$ cat src/hw/rtl/crlm_pkg.sv
`timescale 1ns / 1ps
`default_nettype none
// ----------------------------------------------------------------------------
// Chunk RMS level meter package
// Shared sizes, payload types, command and status types and controller states.
// ----------------------------------------------------------------------------
package crlm_pkg;

   localparam int WINDOW     = 1024;
   localparam int SAMPLE_W   = 16;
   localparam int PTR_W      = $clog2(WINDOW);
   localparam int CNT_W      = $clog2(WINDOW + 1);
   localparam int RING_W     = 31;
   localparam int SUM_W      = RING_W + PTR_W;
   localparam int SQ_W       = RING_W + 1;
   localparam int ROOT_W     = SQ_W / 2;
   localparam int GAIN_W     = 10;
   localparam int PROD_W     = ROOT_W + GAIN_W;
   localparam int LEVEL_W    = 16;
   localparam int USED_W     = 11;
   localparam int LVL_SHIFT  = 7;
   localparam int STEP_W     = $clog2(SUM_W + 1);

   localparam logic [GAIN_W-1:0] GAIN_RESET = GAIN_W'(410);

   typedef struct packed {
      logic signed [SAMPLE_W-1:0] sample;
      logic                       chunk_end;
   } crlm_req_type;

   typedef struct packed {
      logic [LEVEL_W-1:0] level;
      logic [USED_W-1:0]  samples_used;
   } crlm_rsp_type;

   typedef struct packed {
      logic take;
      logic square;
      logic accum;
      logic div_init;
      logic div_step;
      logic sqrt_init;
      logic sqrt_step;
      logic scale;
      logic emit;
   } crlm_cmd_type;

   typedef struct packed {
      logic chunk_end;
      logic out_free;
   } crlm_status_type;

   typedef enum logic [3:0] {
      ST_IDLE,
      ST_SQUARE,
      ST_ACCUM,
      ST_DIV_INIT,
      ST_DIV,
      ST_SQRT_INIT,
      ST_SQRT,
      ST_SCALE,
      ST_EMIT
   } crlm_state_type;

endpackage
`default_nettype wire

$ cat src/hw/rtl/crlm_ctrl.sv
`timescale 1ns / 1ps
`default_nettype none
// ----------------------------------------------------------------------------
// Chunk RMS level meter controller
// Sequences the window update, the divide, the square root, the scaling and the output.
// ----------------------------------------------------------------------------
module crlm_ctrl (
   input  wire logic                      clock,
   input  wire logic                      reset,
   input  wire logic                      req_valid,
   output logic                           req_ready,
   input  wire crlm_pkg::crlm_status_type status,
   output crlm_pkg::crlm_cmd_type         cmd
);
   import crlm_pkg::*;

   crlm_state_type    state_ff, state_in;
   logic [STEP_W-1:0] step_ff, step_in;

   always_ff @(posedge clock) begin
      if (reset) begin
         state_ff <= ST_IDLE;
         step_ff  <= '0;
      end else begin
         state_ff <= state_in;
         step_ff  <= step_in;
      end
   end

   always_comb begin
      state_in  = state_ff;
      step_in   = step_ff;
      cmd       = '0;
      req_ready = 1'b0;
      unique case (state_ff)
         ST_IDLE: begin
            req_ready = 1'b1;
            if (req_valid) begin
               cmd.take = 1'b1;
               state_in = ST_SQUARE;
            end
         end
         ST_SQUARE: begin
            cmd.square = 1'b1;
            state_in   = ST_ACCUM;
         end
         ST_ACCUM: begin
            cmd.accum = 1'b1;
            state_in  = status.chunk_end ? ST_DIV_INIT : ST_IDLE;
         end
         ST_DIV_INIT: begin
            cmd.div_init = 1'b1;
            step_in      = STEP_W'(SUM_W - 1);
            state_in     = ST_DIV;
         end
         ST_DIV: begin
            cmd.div_step = 1'b1;
            if (step_ff == '0) begin
               state_in = ST_SQRT_INIT;
            end else begin
               step_in = step_ff - 1'b1;
            end
         end
         ST_SQRT_INIT: begin
            cmd.sqrt_init = 1'b1;
            step_in       = STEP_W'(ROOT_W - 1);
            state_in      = ST_SQRT;
         end
         ST_SQRT: begin
            cmd.sqrt_step = 1'b1;
            if (step_ff == '0) begin
               state_in = ST_SCALE;
            end else begin
               step_in = step_ff - 1'b1;
            end
         end
         ST_SCALE: begin
            cmd.scale = 1'b1;
            state_in  = ST_EMIT;
         end
         ST_EMIT: begin
            // Hold the level until the output register has room.
            if (status.out_free) begin
               cmd.emit = 1'b1;
               state_in = ST_IDLE;
            end
         end
         default: begin
            state_in = ST_IDLE;
         end
      endcase
   end

endmodule
`default_nettype wire

$ cat config.mk
export PLATFORM = sky130hd
export DESIGN_NAME = crlm_ctrl
export DESIGN_NICKNAME = d
export VERILOG_FILES = /design/src/hw/rtl/crlm_pkg.sv /design/src/hw/rtl/crlm_ctrl.sv
export SDC_FILE = /design/constraint.sdc
export NUM_CORES = 1
export LEC_CHECK = 0
export BUFFER_PORTS_ARGS = -buffer_cell sky130_fd_sc_hd__buf_2
export CAP_MARGIN = 10
export CORE_UTILIZATION = 50
export DETAILED_ROUTE_END_ITERATION = 6
export GPL_TIMING_DRIVEN = 0
export PLACE_DENSITY = 0.75
export SETUP_SLACK_MARGIN = 0.2
export SYNTH_ARGS = -nofsm -noshare
export SYNTH_HDL_FRONTEND = slang
export SYNTH_SLANG_ARGS = --single-unit
export TNS_END_PERCENT = 20
$ cat constraint.sdc
create_clock -name clock -period 2.1 [get_ports clock]
set_clock_uncertainty 0.1 [all_clocks]
set_input_delay 0.42 -clock clock [delete_from_list [all_inputs] [get_ports clock]]
set_output_delay 0.42 -clock clock [all_outputs]
set_load 0.02 [all_outputs]
==> reports/qor.txt, run 1 <==
ratio of cells with drive above 1 in the final layout: 30.8%
Final min period: 1.87 ns
dpl hpwl: 1190 µm
Yosys warnings: 0
Post-Synth Adder-Cell Area: 1.92%
Peak Freq: 534 MHz
Max Cap Violations: 0
crit start category: flop
initial core utilization: 56.4%
XOR/XNOR Fraction of Synth Area: 2.69%
post-synth cell types: 34
vias in the first global route: 598
Seq cells post-synth: 10
RSZ-0062 raised after global routing: yes
GPL Wtd Cong: 0.852
row cnt: 12
CTS tree: done
Die Y: 38.1 µm
Die Wd: 38.1 µm
r2r endpoint: step_ff[4]
Inst Count DP: 114
status: finished, final reports clean
core area: 0.00116 mm²
Post-Syn Area: 652 µm²
Post-Layout Cell Count: 118
worst min path class: in2reg
worst slew pin tran: 0.460 ns
GRT Overall Usage: 24.6%
Slew Limit Fails: 0
CTS clk-pin slew, worst paths: 0.07 ns
Longest Clk Path Bufs: 2
first-pass GRT wire length: 2500 µm
Setup crit end kind: flop
Die Area: 0.00145 mm²
vias: 716
clk_lat worst skew: 0.27 ns
Layout area overhead: 24.8%
syn avg cell area: 7.58 µm²
overall power: 508 µW
Mapped Nets: 92
crit-path cells: inv_1 -> ha_1 -> nor2b_2 -> and4b_1 -> or4_1 -> a21boi_1
origin of the worst setup path: step_ff[0]
critical path endpoint: step_ff[4]
wire per inst: 13.6 µm
# IOs: 15
final WL: 1610 µm
Required @ worst endpoint: 2.21 ns
worst reg-to-reg path cell count: 6
Simple-Gate Fraction of Synth Area: 32.6%
R2R setup slack: 0.23 ns
Slowest cell on crit path: or4_1
critical path arrival: 1.98 ns
Hold Vio Cnt, Final: 0
drt drc: 0
mux cell area share after synthesis: 4.99%
largest net degree at the start of global routing: 11
Leak: 0.372 nW
number of H-tree levels: 1
Compound-Gate Fraction of Synth Area: 20.0%
critical path depth: 6
number of vias per cell: 6.07
post-CTS setup-driven buffer insertion count: 0
hold_buf cts: 0
Final period util: 89.2%
TritonRoute pass-1 iters: 4
CP top delay family: simple AND/OR/NAND/NOR gates
sequential-to-total area share from yosys stat: 30.7%
final setup vio count: 0
number of port buffers: 14
pwr dens: 624 mW/mm²
largest family of logic cells by synthesized area: simple AND/OR/NAND/NOR gates
initial antenna violation count: 0
Fin Setup TNS: 0 ns
DRT antenna net count: 0
CP max FO: 6
number of CTS-inserted buffers: 3
Slew headroom: 69.1%
Root Driver: clkbuf_4
Final #Nets: 111
CTS sink cnt: 10
crit path kind: reg2reg
maximum VDD drop: 0.389 mV
aggregate global routing overflow: 0
WP buf/inv: 1
Min Hold Slack: 0.297 ns
Post-Synthesis Cells: 86
crit-path max cell delay: 0.50 ns
antenna cells: 0
Iteration-0 DRC Markers: 16
R2R Path Start: step_ff[0]
## logic make-up after synthesis
family | count (synthesis)
AOI/OAI and AO/OA | 19
xor gates and xnor gates | 2
adders and majority gates | 1
buffers and inverters | 11
DFF | 10
muxes | 3
and+or+nand+nor | 40
## how the worst min path moves through the flow
stage,startpoint,to,cells after the start
final,reset,state_ff[0],2
after detailed placement,step_ff[4],step_ff[4],2
after global placement,step_ff[4],step_ff[4],2
after global routing,reset,state_ff[2],2
after floorplan,step_ff[4],step_ff[4],2
after CTS,reset,state_ff[0],2
## power by group
group | internal, mW | switching (mW) | total [mW]
Combinational | 0.0504 | 0.0720 | 0.122
Clock | 0.106 | 0.0726 | 0.178
Sequential | 0.198 | 0.00884 | 0.207
Total | 0.354 | 0.153 | 0.508
## synth_stat cells
master / instances / area (µm²)
a21oi_1: 6 / 30.0
and4b_1: 1 / 10.0
o32ai_1: 2 / 17.5
ha_1: 1 / 12.5
nor3b_1: 1 / 7.51
a21boi_1: 1 / 7.51
nand2b_1: 4 / 25.0
and3_1: 2 / 12.5
buf_4: 1 / 7.51
and2_1: 1 / 6.26
a41oi_1: 1 / 8.76
mux2_2: 2 / 22.5
a221oi_1: 1 / 8.76
a31oi_1: 2 / 12.5
o31ai_1: 1 / 7.51
inv_1: 7 / 26.3
buf_2: 1 / 5.00
a311oi_1: 1 / 8.76
clkbuf_1: 2 / 7.51
nand2_2: 1 / 6.26
nand3_1: 3 / 15.0
nor2b_2: 1 / 8.76
o21a_1: 1 / 7.51
nor2b_1: 1 / 6.26
o21ai_0: 2 / 10.0
dfxtp_1: 10 / 200
or4_1: 1 / 7.51
xor2_1: 2 / 17.5
nor4_1: 3 / 18.8
nand2_1: 4 / 15.0
o221a_2: 1 / 11.3
nor2_1: 9 / 33.8
mux2i_1: 1 / 10.0
nor3_1: 8 / 40.0
## layer usage
metal  vias up  global-route usage (%)  wire, µm
met5         -                       0         0
met3         6                    8.72        68
met1       338                    30.4       762
met2        20                    40.7       756
met4         0                    5.36        18
li1        352                       -         -
## stage by stage
step,utilization (%),area (µm²),setup slack [ns]
final,70.3,813,0.226
after floorplan,-,667,0.309
after global placement,65.3,754,0.255
after detailed placement,65.3,754,0.225
after global routing,70.3,813,0.162
after CTS,69.2,800,0.197
## worst reg2reg max path: stages (launching register included)
cell and delay, ns:
dfxtp_1 0.36, inv_1 0.08, ha_1 0.21, nor2b_2 0.19, and4b_1 0.24, or4_1 0.50, a21boi_1 0.14
## layout by cell type, fill, tap and decap left out, types with 2 or more instances in the layout
master	instances
o21ai_0	2
xor2_1	2
and3_1	2
a31oi_1	2
dfxtp_2	2
nand2_1	4
mux2_2	2
nand3_1	3
buf_4	5
o32ai_1	2
nor3_1	7
a21oi_1	6
nor4_1	2
nor2_1	9
nand2b_1	3
clkbuf_4	3
inv_1	7
buf_2	13
dfxtp_1	8
## flip-flops by register name, indices dropped and copies added (netlist names)
name / cells
step_ff: 6
state_ff: 4
## repair_timing
action | CTS | global route
setup endpoints to repair | 5 | 8
endpoints found under the hold margin | 0 | 0
gates resized for setup | 5 | 8
cloned | 0 | 0
## layout make-up
class | count | area, µm²
timing repair buffer | 14 | 72.6
clock buffer | 4 | 36.3
fill | 85 | 343
buffer | 4 | 30.0
multi-input combinational | 65 | 428
tap | 14 | 17.5
inverter | 7 | 26.3
sequential | 10 | 203
No activity file was read; power rests on OpenSTA's default activity.
==> run 2, diff against run 1 <==
Settings changed: CAP_MARGIN 10 to not set.
Clock period 2.1 ns to 1.9 ns, I/O delays scaled along.
==> run 2 against run 1 <==
Effect of this change: critical path depth decreased by 2; clock power up 10%; critical path type is now reg2out; non-clock buffer count up 7; sequential power grew 11%; first-iteration DRC count down 19%; wire length up 12%; cell count increased by 5.9%; register-to-register slack about the same; hold slack worse by 0.050 ns; core utilization rose by 9.3 points; largest cell class unchanged; sequential share of layout area decreased by 2.2 points; global-route usage increased by 4.9 points.
==> reports/qor.txt, run 2 (synthesized netlist as in run 1, its figures left out) <==
filler instances: 73
CTS sink cnt: 10
GPL Wtd Cong: 0.834
Hold Vio Cnt, Final: 0
# IOs: 15
dpl hpwl: 1180 µm
Iteration-0 DRC Markers: 13
Internal Power: 403 µW
vias: 735
number of CTS-inserted buffers: 3
Combinational Power Share: 26.5%
Die Y: 38.1 µm
critical path arrival: 1.30 ns
clk_lat worst skew: 0.28 ns
NetSw: 176 µW
Peak Freq: 562 MHz
number of H-tree levels: 1
GRT Overall Usage: 29.5%
worst slew pin tran: 0.379 ns
final WL: 1790 µm
status: finished, final reports clean
number of port buffers: 14
Clk pwr share: 33.8%
Setup crit end kind: output pin
Slew Limit Fails: 0
Flop pwr share: 39.7%
Fin Setup TNS: 0 ns
core utilization of the finished layout: 79.7%
vias in the first global route: 644
Final period util: 93.7%
CTS tree: done
first-pass GRT wire length: 2860 µm
Inst Count DP: 114
Root Driver: clkbuf_4
CP max FO: 5
RSZ-0062 raised after global routing: yes
initial antenna violation count: 0
pwr dens: 629 mW/mm²
most frequent cells in the layout: buf_2 (13), nor2_1 (7), buf_4 (7), inv_1 (6), a21oi_1 (6)
aggregate global routing overflow: 0
DRT antenna net count: 0
largest net degree at the start of global routing: 11
core area: 0.00116 mm²
Leak: 0.433 nW
Die Area: 0.00145 mm²
crit start category: flop
maximum VDD drop: 0.349 mV
Final min period: 1.78 ns
final setup vio count: 0
Required @ worst endpoint: 1.42 ns
Post-Layout Cell Count: 125
row cnt: 12
most common cell after layout, fill and taps aside: buf_2
max reg flops: 6
Die Wd: 38.1 µm
worst min path class: in2reg
TritonRoute pass-1 iters: 4
drt drc: 0
switching part of the total: 30.4%
ratio of cells with drive above 1 in the final layout: 44.1%
initial core utilization: 56.4%
Max Cap Violations: 0
Slew headroom: 74.6%
Final #Nets: 118
largest register by flop count: step_ff
number of vias per cell: 5.88
Layout area overhead: 41.3%
crit path kind: reg2out
CTS clk-pin slew, worst paths: 0.06 ns
overall power: 579 µW
antenna cells: 0
Longest Clk Path Bufs: 2
wire per inst: 14.3 µm
biggest regs: step_ff x6, state_ff x4
==> run 2: area by class of cell <==
cell class	count	area, µm²	area share, %
plain buffers	4	50.0	5.43
flip-flops and latches	10	209	22.7
clock buffers	4	36.3	3.94
repair buffers	21	129	14.0
multi-input cells	65	453	49.2
inverters	7	26.3	2.85
well taps	14	17.5	1.90
==> run 2: power groups by stage <==
| stage | logic, mW | registers, mW | clock network, mW |
|---|---|---|---|
| floorplan | 0.0992 | 0.230 | 0 |
| global placement | 0.129 | 0.233 | 0 |
| detailed placement | 0.131 | 0.233 | 0 |
| CTS | 0.144 | 0.229 | 0.199 |
| global route | 0.168 | 0.231 | 0.207 |
| finish | 0.154 | 0.230 | 0.196 |
==> run 2: routing by layer <==
metal / GRT usage (%) / vias to the layer above / part of all wire (%)
met5: 0 / - / 0
met4: 13.4 / 0 / 1.7
met3: 10.5 / 5 / 5.5
met2: 46.6 / 21 / 48
met1: 35.4 / 342 / 45
li1: - / 367 / -
==> run 2: repair_timing <==
| item | 4_1_cts | 5_1_grt |
|---|---|---|
| buffers inserted | 5 | 2 |
| endpoints found under the setup margin | 14 | 15 |
| gates resized for setup | 18 | 8 |
| pin swaps | 4 | 4 |
| hold buffers | 0 | 0 |
==> run 2: critical path, stage by stage (launching register included) <==
cell,delay (ns)
dfxtp_2,0.32
buf_6,0.12
nor4_4,0.29
and2_4,0.18
buf_6,0.11
==> run 2: final timing paths <==
kind	slack, ns	endpoint	startpoint	cells past startpoint
max reg2reg	0.22	step_ff[4]	step_ff[0]	6
min reg2reg	0.42	step_ff[0]	step_ff[0]	2
max	0.12	cmd[8]	state_ff[3]	4
min	0.25	state_ff[0]	reset	2
==> run 2: through the flow <==
step           area, µm²  hold WS (ns)  setup slack (ns)
2_1_floorplan        673         0.352             0.197
3_5_place_dp         761         0.397            0.0729
4_1_cts              881         0.247             0.127
3_3_place_gp         761         0.382            0.0863
6_report             921         0.247             0.120
5_1_grt              921         0.266            0.0805
==> run 3, diff against run 2 <==
Settings changed: PLACE_DENSITY 0.75 to not set, PLACE_DENSITY_LB_ADDON set to 0.1.
==> run 3 against run 2 <==
Effect of this change: the flow now finishes with violations (DRC); combinational power rose by 9.7%; sequential share of layout area fell by 0.15 points; cell count fell by 0.80%; critical path type unchanged; flip-flop and latch count did not move; largest cell class unchanged; via count rose by 4.1%; sequential power barely moved; global-route usage rose by 2.1 points; first-iteration DRC count rose by 120%; wire length rose by 13%; fmax fell by 0.52%.
==> reports/qor.txt, run 3 (synthesized netlist as in run 1, its figures left out) <==
status: complete, but fails checks
failing checks: DRC
pwr dens: 643 mW/mm²
Hold Vio Cnt, Final: 0
TritonRoute pass-1 iters: 7
first-pass GRT wire length: 3180 µm
largest net degree at the start of global routing: 11
Final min period: 1.79 ns
largest register by flop count: step_ff
Fin Setup TNS: 0 ns
crit-path max cell delay: 0.33 ns
Iteration-0 DRC Markers: 29
row cnt: 12
wire per inst: 16.3 µm
worst min path class: in2reg
most common cell after layout, fill and taps aside: buf_2
CTS sink cnt: 10
R2R Path Start: step_ff[0]
number of vias per cell: 6.17
crit path kind: reg2out
initial antenna violation count: 0
critical path arrival: 1.31 ns
vias: 765
Layout area overhead: 42.2%
Final period util: 94.1%
worst reg-to-reg path cell count: 6
CTS tree: done
Min-Delay Path Depth: 2
biggest regs: step_ff x6, state_ff x4
r2r endpoint: step_ff[4]
Setup crit end kind: output pin
NetSw: 185 µW
final setup vio count: 0
most frequent cells in the layout: buf_2 (13), nor2_1 (9), inv_1 (7), a21oi_1 (6), buf_4 (6)
hold_sp: reset
maximum VDD drop: 0.396 mV
R2R setup slack: 0.12 ns
Slowest cell on crit path: dfxtp_2
Clk pwr share: 33.3%
switching part of the total: 31.1%
number of port buffers: 14
Die Wd: 38.1 µm
DRT antenna net count: 0
Slew headroom: 70.0%
filler instances: 74
GRT Overall Usage: 31.6%
Min Hold Slack: 0.282 ns
vias in the first global route: 705
Internal Power: 411 µW
number of CTS-inserted buffers: 3
crit-path cells: buf_6 -> nor4_4 -> and2_4 -> buf_6
number of H-tree levels: 1
Top cell by count, worst path: buf_6
CP max FO: 4
antenna cells: 0
dpl hpwl: 1200 µm
GPL Wtd Cong: 0.863
Longest Clk Path Bufs: 2
Combinational Power Share: 28.3%
initial core utilization: 56.4%
worst slew pin tran: 0.446 ns
Final #Nets: 117
core area: 0.00116 mm²
# IOs: 15
Root Driver: clkbuf_4
Flop pwr share: 38.4%
Die Y: 38.1 µm
Max Cap Violations: 0
CTS clk-pin slew, worst paths: 0.07 ns
crit start category: flop
Die Area: 0.00145 mm²
clk_lat worst skew: 0.27 ns
Leak: 0.436 nW
ratio of cells with drive above 1 in the final layout: 42.7%
Required @ worst endpoint: 1.42 ns
Peak Freq: 559 MHz
Slew Limit Fails: 0
drt drc: 1
Worst Hold Path EP: state_ff[0]
RSZ-0062 raised after global routing: yes
max reg flops: 6
final WL: 2020 µm
aggregate global routing overflow: 0
-- run 3: how the worst max path moves through the flow --
stage / start / end / depth (start not counted) / slack, ns
finish: state_ff[3] / cmd[8] / 4 / 0.11
CTS: step_ff[0] / step_ff[4] / 6 / 0.09
detailed placement: state_ff[0] / cmd[0] / 4 / 0.1
floorplan: step_ff[0] / step_ff[4] / 6 / 0.20
global route: state_ff[1] / cmd[7] / 4 / 0.09
global placement: state_ff[0] / cmd[0] / 4 / 0.12
-- run 3: layer usage --
layer	vias to the layer above	share of wire, %	track usage [%]
met5	-	0	0
met4	0	0.59	14.3
met3	2	6.6	4.65
met2	47	48	52.1
met1	354	44	40.0
li1	362	-	-
-- run 3: repair_timing --
action                                  in CTS  in global routing
endpoints found under the setup margin      14                 15
buffers inserted                             4                  2
gates resized for setup                     16                 10
hold buffers                                 0                  0
pin swaps                                    1                  3
hold endpoints to repair                     0                  0
-- run 3: layout make-up --
class	count	area, µm²	share of cell area (%)
inverter	7	26.3	2.83
multi-input combinational	65	455	49.1
timing repair buffer	20	121	13.1
clock buffer	4	36.3	3.91
sequential	10	209	22.5
buffer	4	61.3	6.61
tap	14	17.5	1.89
-- run 3: stage by stage --
| step | setup WS, ns | total power, mW | std cells | cell area [µm²] | utilization (%) |
|---|---|---|---|---|---|
| final | 0.111 | 0.596 | 124 | 927 | 80.2 |
| after global routing | 0.0864 | 0.618 | 124 | 927 | 80.2 |
| after CTS | 0.0895 | 0.581 | 122 | 881 | 76.2 |
| after detailed placement | 0.0985 | 0.365 | 114 | 761 | 65.8 |
| after global placement | 0.116 | 0.362 | 114 | 761 | 65.8 |
| after floorplan | 0.197 | 0.330 | 86 | 673 | - |
-- run 3: power by group through the flow --
stage	Combinational (mW)	Sequential [mW]	Clock (mW)
after floorplan	0.0992	0.230	0
after global placement	0.129	0.233	0
after detailed placement	0.132	0.233	0
after CTS	0.156	0.227	0.198
after global routing	0.180	0.229	0.209
final	0.169	0.229	0.199
-- run 3: critical path, delay by kind of cell (launching register included) --
family        cells  cell delay, ns
buf+inv           2            0.24
flops             1            0.33
simple gates      2            0.47
